[src/sv/assert_macros.svh]
// ----------------------------------------------------------------------------
// Assertion macros shared by the dimmer modules
// Clocked checks on clk, switched off while arst_n is low.
// ----------------------------------------------------------------------------
`ifndef ASSERT_MACROS_SVH
`define ASSERT_MACROS_SVH

// Concurrent check on the rising edge of clk, off during reset
`define ASSERT_CLK(name, prop, msg) \
	name: assert property (@(posedge clk) disable iff (!arst_n) prop) else $error(msg);

// Implication with the consequent checked on the following cycle
`define ASSERT_NEXT(name, cond, expr, msg) \
	`ASSERT_CLK(name, (cond) |=> (expr), msg)

`endif

[src/sv/pbd_pkg.sv]
// ----------------------------------------------------------------------------
// pbd_pkg
// Types and codes shared by the push button dimmer modules.
// ----------------------------------------------------------------------------
`timescale 1ns / 1ps

package pbd_pkg;

	// Item commands
	localparam logic CMD_TICK = 1'b0;
	localparam logic CMD_LOAD = 1'b1;

	// Relay requests
	localparam logic [1:0] REQ_NONE = 2'd0;
	localparam logic [1:0] REQ_ON   = 2'd1;
	localparam logic [1:0] REQ_OFF  = 2'd2;

	// Configuration register indexes
	localparam logic CFG_PRESS_LIMIT = 1'b0;
	localparam logic CFG_LAMP_COUNT  = 1'b1;

	// Reset values of the configuration registers
	localparam logic [7:0] PRESS_LIMIT_RST = 8'd23;
	localparam logic [3:0] LAMP_COUNT_RST  = 4'd4;

	localparam logic [7:0] LEVEL_MIN = 8'd0;
	localparam logic [7:0] LEVEL_MAX = 8'd255;

	typedef struct packed {
		logic       command;
		logic       button_pressed;
		logic       relay_on;
		logic [7:0] load_level;
	} item_t;

	typedef struct packed {
		logic [1:0] relay_request;
		logic [2:0] lamp_index;
		logic [7:0] lamp_level;
		logic       dim_up;
		logic       last;
	} result_t;

	// Controller to datapath
	typedef struct packed {
		logic start;
		logic scan;
		logic emit;
	} ctl_cmd_t;

	// Datapath to controller
	typedef struct packed {
		logic start_dim;
		logic idx_last;
		logic out_free;
	} ctl_sts_t;

endpackage

[src/sv/push_button_dimmer.sv]
// ----------------------------------------------------------------------------
// push_button_dimmer
// Single push button light dimmer for one room.
// ----------------------------------------------------------------------------
// Each item is a button tick or a load of all lamp levels and yields one
// result beat per lamp in use (n = lamp_count clamped to 1..MAX_LAMPS),
// lamp 0 first, with last set on the final beat. On a dim tick a scan pass
// over the lamps finds the lowest or highest lamp ahead of the lamp walk;
// the walk holds while the output is stalled. Both passes read the lamp
// level registers through their single read port, one lamp at a time.
// A new item is taken only once the previous item's beats have all left
// the controller; the last beat may still sit in the output register.
// Configuration writes are always taken and must come while idle.
// ----------------------------------------------------------------------------
`timescale 1ns / 1ps

module push_button_dimmer #(
	parameter int MAX_LAMPS = 8
) (
	input  logic             clk,
	input  logic             arst_n,
	input  logic             cfg_valid,
	output logic             cfg_ready,
	input  logic             cfg_index,
	input  logic [7:0]       cfg_data,
	input  logic             item_valid,
	output logic             item_ready,
	input  pbd_pkg::item_t   item,
	output logic             result_valid,
	input  logic             result_ready,
	output pbd_pkg::result_t result
);

	pbd_pkg::ctl_cmd_t cmd;
	pbd_pkg::ctl_sts_t sts;

	// Registers accept a beat every cycle
	assign cfg_ready = 1'b1;

	pbd_ctrl u_ctrl (
		.clk        (clk),
		.arst_n     (arst_n),
		.item_valid (item_valid),
		.item_ready (item_ready),
		.sts        (sts),
		.cmd        (cmd)
	);

	pbd_datapath #(
		.MAX_LAMPS (MAX_LAMPS)
	) u_datapath (
		.clk          (clk),
		.arst_n       (arst_n),
		.cfg_valid    (cfg_valid),
		.cfg_index    (cfg_index),
		.cfg_data     (cfg_data),
		.item         (item),
		.cmd          (cmd),
		.sts          (sts),
		.result_valid (result_valid),
		.result_ready (result_ready),
		.result       (result)
	);

endmodule

[src/sv/pbd_ctrl.sv]
// ----------------------------------------------------------------------------
// pbd_ctrl
// Sequencer: takes an item, runs the extremum scan for a dim step, then
// walks the lamps and emits one result beat per lamp.
// ----------------------------------------------------------------------------
`timescale 1ns / 1ps
`include "assert_macros.svh"

module pbd_ctrl (
	input  logic             clk,
	input  logic             arst_n,
	input  logic             item_valid,
	output logic             item_ready,
	input  pbd_pkg::ctl_sts_t sts,
	output pbd_pkg::ctl_cmd_t cmd
);

	typedef enum logic [1:0] {
		ST_IDLE,
		ST_SCAN,
		ST_EMIT
	} state_t;

	state_t st_q;

	// Decode commands from the current state
	always_comb begin
		cmd        = '0;
		item_ready = (st_q == ST_IDLE);
		unique case (st_q)
			ST_IDLE: cmd.start = item_valid;
			ST_SCAN: cmd.scan  = 1'b1;
			ST_EMIT: cmd.emit  = sts.out_free;
			default: cmd       = '0;
		endcase
	end

	// Advance the sequence
	always_ff @(posedge clk or negedge arst_n) begin
		if (!arst_n) begin
			st_q <= ST_IDLE;
		end else begin
			unique case (st_q)
				ST_IDLE: begin
					if (cmd.start) begin
						st_q <= sts.start_dim ? ST_SCAN : ST_EMIT;
					end
				end
				ST_SCAN: begin
					if (sts.idx_last) begin
						st_q <= ST_EMIT;
					end
				end
				ST_EMIT: begin
					if (cmd.emit && sts.idx_last) begin
						st_q <= ST_IDLE;
					end
				end
				default: st_q <= ST_IDLE;
			endcase
		end
	end

	`ASSERT_CLK(a_cmd_onehot, $onehot0({cmd.start, cmd.scan, cmd.emit}), "commands overlap")
	`ASSERT_NEXT(a_plain_to_emit, cmd.start && !sts.start_dim, st_q == ST_EMIT, "item without dim did not go to emit")
	`ASSERT_NEXT(a_emit_hold, (st_q == ST_EMIT) && !sts.out_free, st_q == ST_EMIT, "emit left while output stalled")

endmodule

[src/sv/pbd_datapath.sv]
// ----------------------------------------------------------------------------
// pbd_datapath
// Configuration, press counter, direction, lamp level registers, extremum
// scan and the output register.
// ----------------------------------------------------------------------------
`timescale 1ns / 1ps
`include "assert_macros.svh"

module pbd_datapath #(
	parameter int MAX_LAMPS = 8
) (
	input  logic              clk,
	input  logic              arst_n,
	input  logic              cfg_valid,
	input  logic              cfg_index,
	input  logic [7:0]        cfg_data,
	input  pbd_pkg::item_t    item,
	input  pbd_pkg::ctl_cmd_t cmd,
	output pbd_pkg::ctl_sts_t sts,
	output logic              result_valid,
	input  logic              result_ready,
	output pbd_pkg::result_t  result
);

	localparam int IW = (MAX_LAMPS > 1) ? $clog2(MAX_LAMPS) : 1;

	logic [7:0]    thr_q;
	logic [3:0]    cnt_q;
	logic [7:0]    press_q;
	logic          was_held_q;
	logic          dir_q;
	logic [7:0]    lvl_q [MAX_LAMPS];
	logic [IW-1:0] idx_q;
	logic [IW-1:0] last_q;
	logic          relay_q;
	logic          dim_q;
	logic          apply_q;
	logic [7:0]    ext_q;
	logic [1:0]    req_q;
	logic          result_valid_q;
	pbd_pkg::result_t result_q;

	logic [7:0]    p_inc;
	logic          hold_hit;
	logic          toggle;
	logic [4:0]    cnt5;
	logic [4:0]    use_n;
	logic [IW-1:0] n_last;
	logic [7:0]    cur;
	logic [7:0]    eff;
	logic [7:0]    ext_nx;
	logic [7:0]    lvl_nx;

	// Press counter and hold detect for the item on the port
	always_comb begin
		p_inc    = (press_q != pbd_pkg::LEVEL_MAX) ? press_q + 8'd1 : press_q;
		hold_hit = item.button_pressed && (p_inc > thr_q);
		toggle   = !item.button_pressed && (press_q != 8'd0) && (press_q < thr_q);
	end

	// Clamp lamp count to 1..MAX_LAMPS, the lamps present
	always_comb begin
		cnt5 = {1'b0, cnt_q};
		if (cnt_q == 4'd0) begin
			use_n = 5'd1;
		end else if (cnt5 > 5'(MAX_LAMPS)) begin
			use_n = 5'(MAX_LAMPS);
		end else begin
			use_n = cnt5;
		end
		n_last = IW'(use_n - 5'd1);
	end

	// Current lamp, extremum update and stepped level
	always_comb begin
		cur    = lvl_q[idx_q];
		eff    = relay_q ? cur : pbd_pkg::LEVEL_MIN;
		ext_nx = dir_q ? ((eff < ext_q) ? eff : ext_q) : ((eff > ext_q) ? eff : ext_q);
		lvl_nx = cur;
		if (dim_q) begin
			lvl_nx = eff;
			if (apply_q && (eff == ext_q)) begin
				lvl_nx = dir_q ? ext_q + 8'd1 : ext_q - 8'd1;
			end
		end
	end

	always_comb begin
		sts.start_dim = (item.command == pbd_pkg::CMD_TICK) && hold_hit;
		sts.idx_last  = (idx_q == last_q);
		sts.out_free  = !result_valid_q || result_ready;
	end

	// Configuration writes
	always_ff @(posedge clk or negedge arst_n) begin
		if (!arst_n) begin
			thr_q <= pbd_pkg::PRESS_LIMIT_RST;
			cnt_q <= pbd_pkg::LAMP_COUNT_RST;
		end else if (cfg_valid) begin
			unique case (cfg_index)
				pbd_pkg::CFG_PRESS_LIMIT: thr_q <= cfg_data;
				pbd_pkg::CFG_LAMP_COUNT:  cnt_q <= cfg_data[3:0];
				default:                  thr_q <= thr_q;
			endcase
		end
	end

	// Item start, extremum scan and lamp walk
	always_ff @(posedge clk or negedge arst_n) begin
		if (!arst_n) begin
			press_q    <= '0;
			was_held_q <= 1'b0;
			dir_q      <= 1'b0;
			idx_q      <= '0;
			last_q     <= '0;
			relay_q    <= 1'b0;
			dim_q      <= 1'b0;
			apply_q    <= 1'b0;
			ext_q      <= '0;
			req_q      <= pbd_pkg::REQ_NONE;
			for (int k = 0; k < MAX_LAMPS; k++) begin
				lvl_q[k] <= '0;
			end
		end else begin
			if (cmd.start) begin
				last_q  <= n_last;
				idx_q   <= '0;
				relay_q <= item.relay_on;
				if (item.command == pbd_pkg::CMD_LOAD) begin
					req_q <= pbd_pkg::REQ_NONE;
					dim_q <= 1'b0;
					for (int k = 0; k < MAX_LAMPS; k++) begin
						lvl_q[k] <= item.load_level;
					end
				end else begin
					dim_q      <= hold_hit;
					was_held_q <= hold_hit;
					if (item.button_pressed) begin
						press_q <= hold_hit ? thr_q : p_inc;
					end else begin
						press_q <= '0;
					end
					if (hold_hit) begin
						req_q <= item.relay_on ? pbd_pkg::REQ_NONE : pbd_pkg::REQ_ON;
						ext_q <= dir_q ? pbd_pkg::LEVEL_MAX : pbd_pkg::LEVEL_MIN;
					end else begin
						if (toggle) begin
							req_q <= item.relay_on ? pbd_pkg::REQ_OFF : pbd_pkg::REQ_ON;
						end else begin
							req_q <= pbd_pkg::REQ_NONE;
						end
						// Flip direction when a hold ends
						if (was_held_q) begin
							dir_q <= ~dir_q;
						end
					end
				end
			end

			// Scan for the lowest or highest lamp; flip at the rail
			if (cmd.scan) begin
				ext_q <= ext_nx;
				if (sts.idx_last) begin
					idx_q <= '0;
					if (dir_q) begin
						apply_q <= (ext_nx != pbd_pkg::LEVEL_MAX);
						if (ext_nx == pbd_pkg::LEVEL_MAX) begin
							dir_q <= 1'b0;
						end
					end else begin
						apply_q <= (ext_nx != pbd_pkg::LEVEL_MIN);
						if (ext_nx == pbd_pkg::LEVEL_MIN) begin
							dir_q <= 1'b1;
						end
					end
				end else begin
					idx_q <= idx_q + IW'(1);
				end
			end

			// Write back the stepped level and advance
			if (cmd.emit) begin
				lvl_q[idx_q] <= lvl_nx;
				idx_q        <= sts.idx_last ? '0 : idx_q + IW'(1);
			end
		end
	end

	// Output register
	always_ff @(posedge clk or negedge arst_n) begin
		if (!arst_n) begin
			result_valid_q <= 1'b0;
		end else if (cmd.emit) begin
			result_valid_q <= 1'b1;
		end else if (result_ready) begin
			result_valid_q <= 1'b0;
		end
	end

	always_ff @(posedge clk) begin
		if (cmd.emit) begin
			result_q.relay_request <= req_q;
			result_q.lamp_index    <= 3'(idx_q);
			result_q.lamp_level    <= lvl_nx;
			result_q.dim_up        <= dir_q;
			result_q.last          <= sts.idx_last;
		end
	end

	assign result_valid = result_valid_q;
	assign result       = result_q;

	`ASSERT_NEXT(a_emit_valid, cmd.emit, result_valid_q, "emitted beat not presented")
	`ASSERT_NEXT(a_emit_last, cmd.emit, result_q.last == $past(idx_q == last_q), "last flag wrong")
	`ASSERT_NEXT(a_start_idx, cmd.start, idx_q == '0, "lamp walk not restarted")

endmodule
[config.mk]
export PLATFORM = sky130hd
export DESIGN_NAME = push_button_dimmer
export DESIGN_NICKNAME = d
export VERILOG_FILES = /design/src/sv/pbd_pkg.sv /design/src/sv/push_button_dimmer.sv /design/src/sv/pbd_ctrl.sv /design/src/sv/pbd_datapath.sv
export VERILOG_INCLUDE_DIRS = /design/src /design/src/sv
export SDC_FILE = /design/constraint.sdc
export NUM_CORES = 1
export LEC_CHECK = 0
export BUFFER_PORTS_ARGS = -buffer_cell sky130_fd_sc_hd__buf_2
export CAP_MARGIN = 10
export CORE_MARGIN = 2
export CORE_UTILIZATION = 61
export CTS_CLUSTER_DIAMETER = 50
export DETAILED_ROUTE_END_ITERATION = 12
export GPL_ROUTABILITY_DRIVEN = 1
export PLACE_DENSITY = 0.89
export SYNTH_ARGS = -nofsm -noshare
export SYNTH_HDL_FRONTEND = slang
export SYNTH_HIERARCHICAL = 1
export SYNTH_SLANG_ARGS = --single-unit
[constraint.sdc]
create_clock -name clk -period 4.7 [get_ports clk]
set_clock_uncertainty 0.05 [all_clocks]
set_input_delay 0.235 -clock clk [delete_from_list [all_inputs] [get_ports clk]]
set_output_delay 0.235 -clock clk [all_outputs]
set_load 0.01 [all_outputs]
After elaboration in Yosys (flattened, before gate mapping)
Index checks and enable logic that the tools add are counted.
- add/subtract/negate cells: 5
- order comparisons: 7
- equal/unequal tests: 11
- muxes and demuxes: 56
- bitwise gates (word level): 4
- reduce and logical (&&, ||, !) cells: 25
- operator list (cell ; number):
    two-way mux 64 bit ; 3
    two-way mux 8 bit ; 18
    bitwise mux 64 bit ; 1
    binary-select mux 8 bit (select 3 bit) ; 1
    demux 8 bit (select 3 bit) ; 1
    two-way mux 3 bit ; 6
    two-way mux 1 bit ; 17
    adder 8 x 1 -> 8 bit, second input constant ; 2
    greater-than comparator 8 bit ; 2
    < comparator 8 bit ; 2
    two-way mux 2 bit ; 8
    != test 8 bit, second input constant ; 2
    nonzero test 8 bit ; 2
    == test 8 bit ; 1
    == test 8 bit, second input constant ; 1
    logical NOT 8 bit ; 1
    != test 2 x 1 -> 1 bit, second input constant ; 4
    AND reduction 2 bit ; 4
    subtractor 8 x 1 -> 8 bit, second input constant ; 1
    logical AND 1 bit ; 7
    case mux 2 bit (3 select lines) ; 1
    AND reduction 3 bit ; 2
    nonzero test 2 bit ; 3
    >= comparator 4 bit, second input constant ; 1
    other kinds (14) ; 17
- flip-flop bits (word level): 123
- bits of input ports: 25

Logic depth before layout (Yosys ltp)
Gate-level depths: netlist of the first run.
- depth in word-level cells: 13
- gate-level depth with buffers: 15

By module
The synthesis of the first run kept the hierarchy.
- modules (own cells, without submodules) (module ; times used ; cells an instance ; area an instance (µm²) ; sequential area each (µm²)):
    pbd_datapath ; 1 ; 678 ; 6915.4 ; 3109.2
    pbd_ctrl ; 1 ; 14 ; 136.4 ; 50.0
    push_button_dimmer ; 1 ; 2 ; 11.3 ; 0.0

Worst setup path before layout of the first run
OpenSTA, ideal clock, no wires.
- path kind: register -> register
- start: register u_datapath.idx_q[0]
- end: register u_datapath.apply_q
- library setup time: 0.145 ns
- arrival: 3.560 ns
- setup slack: 0.945 ns
- stages on the path, launching flop included: 15
- path buffers: 3
- period minus slack after synthesis: 3.755 ns
- path through: dfrtp_1 > buf_6 > buf_8 > buf_6 > mux4_2 > mux2_4 > and2_4 > ha_1 > nor2b_1 > o211ai_1 > a21o_1 > a211o_1 > a211o_1 > a2111oi_2 > a2111oi_2
- cells in the longest elaborated chain, start to end: 10
- elaborated cells between the ends (all ways): 15
- those cells by class: 2 x order compare; 2 x eq/ne; 8 x mux; 1 x bitwise; 2 x reduce/logical
- RTL lines (what ; line ; RTL):
    start: declaration ; pbd_datapath.sv:33 ; logic [IW-1:0] idx_q;
    start signal: assignment ; pbd_datapath.sv:177 ; idx_q <= idx_q + IW'(1);
    start signal: assignment ; pbd_datapath.sv:184 ; idx_q <= sts.idx_last ? '0 : idx_q + IW'(1);
    NOT 3 -> 4 bit (implied by the code) ; pbd_datapath.sv:76 ; cur = lvl_q[idx_q];
    binary-select mux 8 bit (select 3 bit) ; pbd_datapath.sv:76 ;
    two-way mux 8 bit (implied by the code) (2 in series) ; pbd_datapath.sv:76 ;
    two-way mux 8 bit ; pbd_datapath.sv:77 ; eff = relay_q ? cur : pbd_pkg::LEVEL_MIN;
    greater-than comparator 8 bit / < comparator 8 bit (equally long branches) ; pbd_datapath.sv:78 ; ext_nx = dir_q ? ((eff < ext_q) ? eff : ext_q) : ((eff > ext_q) ? eff : ext_q);
    two-way mux 8 bit (2 in series) ; pbd_datapath.sv:78 ;
    != test 8 bit / nonzero test 8 bit (equally long branches) ; pbd_datapath.sv:166, pbd_datapath.sv:171 ;
    two-way mux 1 bit ; pbd_datapath.sv:165 ; if (dir_q) begin
    end signal: assignment ; pbd_datapath.sv:166 ; apply_q <= (ext_nx != pbd_pkg::LEVEL_MAX);
    end signal: assignment ; pbd_datapath.sv:171 ; apply_q <= (ext_nx != pbd_pkg::LEVEL_MIN);
    end: declaration ; pbd_datapath.sv:37 ; logic apply_q;
Parallel ways exist; a longest one is shown, timed or not. The select of a mux whose other input is x is not followed.
A chain may end at the register's enable or synchronous reset.

Worst setup path in the final report of the first run
- start: register u_datapath.idx_q[1]
- end: register u_datapath.apply_q
Same word-level chain as after synthesis.

==> impl_summary.txt, run 1 <==
----------------------------------------------------
[Critical path]
  CP peak stage delay ... 1030 ps
  Slack of the worst reg-to-reg path ... 280 ps
  Max Fanout on Critical Path ... 22
  Category of the worst setup path launch point ... flip-flop
  Data arrival time at the worst-slack endpoint ... 4650 ps
  Startpoint of the lowest-slack register-to-register path ... u_datapath/idx_q[1]$_DFFE_PN0P_
  Logic depth of the worst register-to-register path ... 11
  CP top delay family ... compound AO/OA/AOI/OAI gates
  CP max-delay cell ... dfrtp_1
  Number of buffers and inverters on the critical path ... 0
  Nature of the critical path endpoint ... flip-flop
  Critical path, cell by cell ... mux4_2 -> mux2_2 -> and2_1 -> ha_1 -> a21oi_1 -> nor2_1 -> a211oi_1 -> nand3_1 -> a211o_1 -> a2111oi_2 -> a2111oi_2
  Worst setup path class ... reg2reg
  CP required ... 4930 ps
  Worst r2r dst ... u_datapath/apply_q$_DFFE_PN0P_
  Cell with the most instances on the worst path ... a2111oi_2

[Synthesis]
  Synthesized netlist cell count ... roughly 690
  Synth async-reset ratio ... about 88%
  Fraction of the yosys area taken by sequential cells ... around 45%
  Mean Syn Cell Area ... just over 10 um2
  Synth Net Count ... approximately 750
  Count of cell types in the netlist ... 66
  Number of enable-type register cells in the synthesized netlist ... 15
  Post-synthesis sequential element count ... 123
  Area of the mapped netlist ... 7060 um2
  Main synth FF type ... dfrtp_1
  Count of yosys warnings during synthesis ... 6

[Final layout]
  Top library cells by usage in the layout, fill and taps aside ... dfrtp_1 (102), a21oi_1 (83), a211oi_1 (49)
  Filler cell count in the final layout ... 794
  Layout cells sized above 1 ... 20.1%
  Final #Nets ... about 790
  Non-filler instance count after layout ... 889
  Synthesis-to-layout area growth ... 13.9%
  Antenna diode count ... 0
  Most common library cell in the layout ignoring fill and taps ... dfrtp_1

[Placement]
  Buffers added on ports ... approximately 40
  Cell total after placement ... 848
  Detailed-placement wirelength estimate ... 12000 um
  Last weighted congestion value of the routability-driven placer ... 0.958

[Min path]
  Hold Path Sink ... u_datapath/req_q[0]$_DFFE_PN0P_
  Hold_sp ... item[8]
  Worst hold path class ... in2reg
  Hold path cells ... 2

[Route]
  Final Routed Wirelength ... 18900 um
  Remaining antenna violation count ... 0
  Initial detailed-routing violation count ... 710
  Routed WL per cell ... between 20 and 25 um
  Vias after detailed routing ... ~6000
  Number of optimization iterations in the first detailed-route pass ... 6
  Post-detailed-route via-to-cell ratio ... 6.82
  DRC errors left ... 0

[Clock tree]
  Number of clock sinks seen by CTS ... 123
  H-tree levels ... 4
  Max clock buf depth ... 2
  Clock root cell ... clkbuf_16
  Total clock buffers created by CTS ... 17
  Clock tree from TritonCTS ... yes
  Clock latency on the worst-skew pair ... between 400 and 500 ps
  Clk pin slew, worst setup/hold paths ... approximately 50 ps

[Timing]
  Maximum operating frequency ... 226 MHz
  Final-report setup violation count ... 0
  Number of pins exceeding their max-slew limit in the final report ... 0
  Transition time at the pin with the least slew margin ... 1220 ps
  Final hold violation count ... 0
  Minimum period implied by the final worst setup slack ... 4420 ps
  Sum Neg Setup Slack ... 0 ps
  RSZ-0062 raised after global routing ... false
  Headroom to the max-slew limit ... 18.5%
  Worst hold slack across all endpoints ... 10.7 ps
  Final clock period utilization by the worst path ... 94.1%

[Flow run]
  Max-cap viol count ... 0

[Floorplan]
  Die boundary width ... roughly 110 um
  Initial core utilization ... between 60% and 70%
  Number of placed I/O pins ... 43
  Placeable Area ... about 11000 um2
  Die height ... 112 um
  Site Rows ... 39
  Die outline area ... 12500 um2

[Outcome]
  Status ... completed

[Global routing]
  Vias in the first global route ... 6312
  Number of antenna violations at the first check in global routing ... 0
  Maximum number of pins on one net before global-route repair ... 65
  First-pass GRT wire length ... between 30000 and 40000 um
  Gr usage total ... 31.7%
  Overall overflow remaining after global route ... 0

[Pwr]
  Highest ir drop seen on vdd ... 488 uV
  Pwr dens ... between 700 and 800 nW/um2
  Static leakage ... 3.42 nW

----------------------------------------------------
[flip-flops by register name (all words and copies together) (netlist names)]
name and count:
u_datapath/thr_q 8, u_datapath/idx_q 3, u_datapath/dir_q 1, u_datapath/apply_q 1
u_datapath/req_q 2, u_datapath/result_valid 1, u_datapath/lvl_q 64, u_datapath/was_held_q 1
u_ctrl/st_q 2, u_datapath/dim_q 1, u_datapath/last_q 3, u_datapath/relay_q 1
u_datapath/result 15, u_datapath/cnt_q 4, u_datapath/press_q 8, u_datapath/ext_q 8
[report_power, final]
| part | switching, mW | leakage [nW] | total, mW | internal (mW) |
|---|---|---|---|---|
| combinational | 1.68 | 1.71 | 2.95 | 1.26 |
| sequential | 0.417 | 1.42 | 2.00 | 1.58 |
| clock | 0.475 | 0.288 | 1.32 | 0.846 |
[how the worst max path moves through the flow]
stage,startpoint,endpoint,slack (ps),cells past startpoint
after floorplan,u_datapath/idx_q[0]$_DFFE_PN0P_,u_datapath/apply_q$_DFFE_PN0P_,950,14
after global placement,u_datapath/idx_q[0]$_DFFE_PN0P_,u_datapath/apply_q$_DFFE_PN0P_,540,12
after detailed placement,u_datapath/idx_q[0]$_DFFE_PN0P_,u_datapath/apply_q$_DFFE_PN0P_,230,12
after CTS,u_datapath/idx_q[0]$_DFFE_PN0P_,u_datapath/apply_q$_DFFE_PN0P_,240,12
after global routing,u_datapath/idx_q[1]$_DFFE_PN0P_,u_datapath/apply_q$_DFFE_PN0P_,140,11
final,u_datapath/idx_q[1]$_DFFE_PN0P_,u_datapath/apply_q$_DFFE_PN0P_,280,11
[synthesized netlist by cell type, types with 6 or more instances]
master | instances | area, um2
a21oi_1 | 83 | 415
and3_1 | 10 | 62.6
xor2_1 | 6 | 52.6
inv_1 | 35 | 131
nor2_1 | 36 | 135
buf_1 | 10 | 37.5
mux2i_1 | 8 | 80.1
o21ai_0 | 41 | 205
clkbuf_1 | 27 | 101
nand4_1 | 10 | 62.6
nand2_1 | 46 | 173
dfrtp_1 | 103 | 2580
a21o_1 | 6 | 45.0
nand3_1 | 9 | 45.0
nor2b_1 | 6 | 37.5
nor3_1 | 8 | 40.0
mux2_2 | 13 | 146
edfxtp_1 | 15 | 450
ha_1 | 33 | 413
a21oi_2 | 8 | 70.1
nand2b_1 | 10 | 62.6
xnor2_1 | 10 | 87.6
a211oi_1 | 49 | 368
and2_1 | 9 | 56.3
mux4_2 | 16 | 360
o211ai_1 | 11 | 82.6
[through the flow]
step / instance area [um2] / setup WS (ps) / util [%] / total power [mW]
floorplan: 7060 / 945 / - / 3.99
global placement: 7360 / 539 / 64.7 / 4.61
detailed placement: 7360 / 229 / 64.7 / 4.79
CTS: 8020 / 237 / 70.6 / 6.18
global route: 8050 / 144 / 70.8 / 6.61
finish: 8050 / 276 / 70.8 / 6.27
[timing repair]
item | CTS | global route
hold buffers | 7 | 0
endpoints found under the setup margin | 0 | 3
endpoints found under the hold margin | 60 | 0
buffers inserted | 0 | 0
gates resized for setup | 0 | 1
[area by class of cell]
cell class | count | area, um2 | area share [%]
Clock inverter | 11 | 141 | 1.76
Sequential cell | 123 | 3160 | 39.3
Timing Repair Buffer | 65 | 413 | 5.13
Clock buffer | 21 | 450 | 5.60
Tap cell | 143 | 179 | 2.22
Multi-Input combinational cell | 490 | 3570 | 44.3
Inverter | 36 | 135 | 1.68
[cell families after synthesis]
group	share of synthesized area, %
AO/OA/AOI/OAI	21.6
XOR/XNOR	1.98
adder cells (fa/ha/maj)	6.13
buffers and inverters	4.80
flip-flops	44.7
multiplexers	8.52
other	0.0531
AND/OR/NAND/NOR	12.2
[worst reg2reg max path, cell delays in order (launching register included)]
cell       delay [ps]
dfrtp_1          1030
mux4_2            430
mux2_2            330
and2_1            210
ha_1              310
a21oi_1           160
nor2_1             50
a211oi_1          520
nand3_1           270
a211o_1           370
a2111oi_2         470
a2111oi_2         100
[metal layers]
metal | routed length, um | vias up | part of all wire (%) | GRT usage [%]
li1 | - | 2645 | - | -
met1 | 7190 | 2939 | 38 | 39.7
met2 | 9370 | 398 | 50 | 52.6
met3 | 1780 | 78 | 9.4 | 8.27
met4 | 575 | 0 | 3.0 | 13.3
met5 | 0 | - | 0 | 0
Power figures use the tool's default switching activity.
==> run 2, diff against run 1 <==
PLACE_DENSITY = 0.81   (was 0.89)
==> impl_summary.txt, run 2 (same netlist as run 1, synthesis figures left out) <==
----------------------------------------------------
[Outcome]
  Status ... completed

[Clock tree]
  Total clock buffers created by CTS ... 17 (unchanged)
  Clock root cell ... clkbuf_16
  Max clock buf depth ... 2 (unchanged)
  Clk pin slew, worst setup/hold paths ... 60 ps (about the same)
  Count of cells resized by post-cts repair ... 0 (unchanged)
  Number of clock sinks seen by CTS ... 123 (unchanged)
  Clock tree from TritonCTS ... yes
  H-tree levels ... 4 (unchanged)
  Clock latency on the worst-skew pair ... 420 ps (about the same)

[Pwr]
  Static leakage ... 3.42 nW (-0.15%)
  Highest ir drop seen on vdd ... 511 uV (+4.9%)
  Pwr dens ... 775 nW/um2 (-0.55%)

[Global routing]
  Number of antenna violations at the first check in global routing ... 0 (unchanged)
  First-pass GRT wire length ... 29500 um (-5.7%)
  Vias in the first global route ... 5969 (-5.4%)
  Overall overflow remaining after global route ... 0 (unchanged)
  Gr usage total ... 29.9% (-1.8 points)
  Maximum number of pins on one net before global-route repair ... 75 (+15%)

[Final layout]
  Max reg flops ... 64 (unchanged)
  Final #Nets ... 791 (-0.13%)
  Summed area of non-filler cells in the final layout ... 8060 um2 (+0.20%)
  Synthesis-to-layout area growth ... 14.2%
  Most common library cell in the layout ignoring fill and taps ... dfrtp_1
  Top library cells by usage in the layout, fill and taps aside ... dfrtp_1 (103), a21oi_1 (83), a211oi_1 (49)
  Antenna diode count ... 0 (unchanged)
  Register with the most flip-flops ... u_datapath/lvl_q
  Layout cells sized above 1 ... 20.1% (+0.027 points)

[Timing]
  RSZ-0062 raised after global routing ... false
  Final hold violation count ... 0 (unchanged)
  Final-report setup violation count ... 0 (unchanged)
  Headroom to the max-slew limit ... 22.4% (+3.9 points)
  Number of pins exceeding their max-slew limit in the final report ... 0 (unchanged)
  Minimum period implied by the final worst setup slack ... 4300 ps (-125 ps)
  Maximum operating frequency ... 233 MHz (+2.9%)
  Final clock period utilization by the worst path ... 91.5% (-2.7 points)
  Final setup slack of the worst path ... 401 ps (+125 ps)
  Transition time at the pin with the least slew margin ... 1160 ps (-58.6 ps)
  Sum Neg Setup Slack ... 0 ps (unchanged)

[Critical path]
  Max Fanout on Critical Path ... 22 (unchanged)
  CP required ... 4930 ps (about the same)
  Nature of the critical path endpoint ... flip-flop
  Worst setup path class ... reg2reg
  Category of the worst setup path launch point ... flip-flop
  Data arrival time at the worst-slack endpoint ... 4530 ps (-120 ps)
  Logic depth of the worst register-to-register path ... 11 (unchanged)

[Min path]
  Worst hold path class ... in2reg
  Hold path cells ... 3 (+1)

[Route]
  Routed WL per cell ... 20.1 um (-5.8%)
  Final Routed Wirelength ... 17800 um (-5.9%)
  Remaining antenna violation count ... 0 (unchanged)
  Initial detailed-routing violation count ... 425 (-40%)
  Post-detailed-route via-to-cell ratio ... 6.57 (-3.7%)
  Number of optimization iterations in the first detailed-route pass ... 5 (-1)
  DRC errors left ... 0 (unchanged)
  Vias after detailed routing ... 5831 (-3.8%)

[Placement]
  Detailed-placement wirelength estimate ... 11700 um (-2.6%)
  Placed standard-cell area ... 7340 um2 (-0.27%)
  Post-placement setup slack ... 550 ps (+320 ps)
  Buffers added on ports ... 41 (unchanged)
  Last weighted congestion value of the routability-driven placer ... 0.897 (-6.3%)

[Floorplan]
  Die height ... 112 um (unchanged)
  Die boundary width ... 112 um (unchanged)
  Placeable Area ... 11400 um2 (unchanged)
  Die outline area ... 12500 um2 (unchanged)
  Site Rows ... 39 (unchanged)
  Number of placed I/O pins ... 43 (unchanged)
  Initial core utilization ... 62.1% (unchanged)

[Flow run]
  Max-cap viol count ... 0 (unchanged)

----------------------------------------------------
[run 2: cell count changes in the layout (fill, tap and decap cells not counted), moves of 2 or more]
cell and change:
buf_4 -3, clkbuf_1 -3, buf_6 +2, clkinv_1 +2
clkinv_2 -2, clkinvlp_4 +2, inv_4 -2, inv_6 +2
[run 2: worst paths after layout]
| path | from | end | slack (ps) |
|---|---|---|---|
| worst max-delay path | u_datapath/idx_q[1]$_DFFE_PN0P_ | u_datapath/ext_q[4]$_DFFE_PN0P_ | 400 |
| worst min-delay path | cfg_data[3] | u_datapath/thr_q[3]$_DFFE_PN0P_ | 20 |
| worst max register to register | u_datapath/idx_q[1]$_DFFE_PN0P_ | u_datapath/ext_q[4]$_DFFE_PN0P_ | 400 |
| worst min register to register | u_datapath/req_q[1]$_DFFE_PN0P_ | u_datapath/result[14]$_DFFE_PP_ | 410 |
| max in group asynchronous | arst_n | u_datapath/thr_q[1]$_DFFE_PN1P_ | 3090 |
| min in group asynchronous | arst_n | u_datapath/lvl_q[29]$_DFF_PN0_ | 460 |
[run 2: cell type report]
class	instances	area [um2]
timing repair buffer	64	413
clock inverter	14	168
multi-input combinational	490	3570
fill	826	3310
inverter	36	135
tap	143	179
clock buffer	18	439
sequential	123	3160
[run 2: where the power goes]
group	internal (mW)	leakage [nW]	switching, mW
clock	0.847	0.284	0.485
sequential	1.58	1.42	0.376
combinational	1.26	1.71	1.70
[run 2: through the flow]
step / util [%] / hold WS [ps] / power, mW / cells
2_1_floorplan: - / -111 / 3.99 / 694
3_3_place_gp: 64.6 / 380 / 4.66 / 845
3_5_place_dp: 64.6 / 390 / 4.79 / 845
4_1_cts: 70.5 / 5.11 / 6.19 / 884
5_1_grt: 70.9 / 23.3 / 6.63 / 888
6_report: 70.9 / 15.6 / 6.24 / 888
[run 2: repair_timing]
action / CTS / global route
setup buffers: 0 / 0
endpoints found under the hold margin: 79 / 0
hold buffers: 7 / 0
[run 2: per-layer routing]
| metal | vias to the layer above | part of all wire [%] | GRT usage (%) |
|---|---|---|---|
| met3 | 47 | 7.6 | 7.02 |
| met1 | 2848 | 42 | 39.8 |
| met5 | - | 0 | 0 |
| met2 | 295 | 48 | 47.2 |
| met4 | 0 | 2.8 | 13.7 |
| li1 | 2641 | - | - |
[run 2: worst max-delay path, cell delays in order, from the launching register on]
cell	delay (ps)
dfrtp_1	980
mux4_2	430
mux2_2	320
and2_1	200
ha_1	300
a21oi_1	150
nor2_1	60
a211oi_1	490
a211o_1	330
and2_1	460
mux2i_1	260
o21ai_0	110
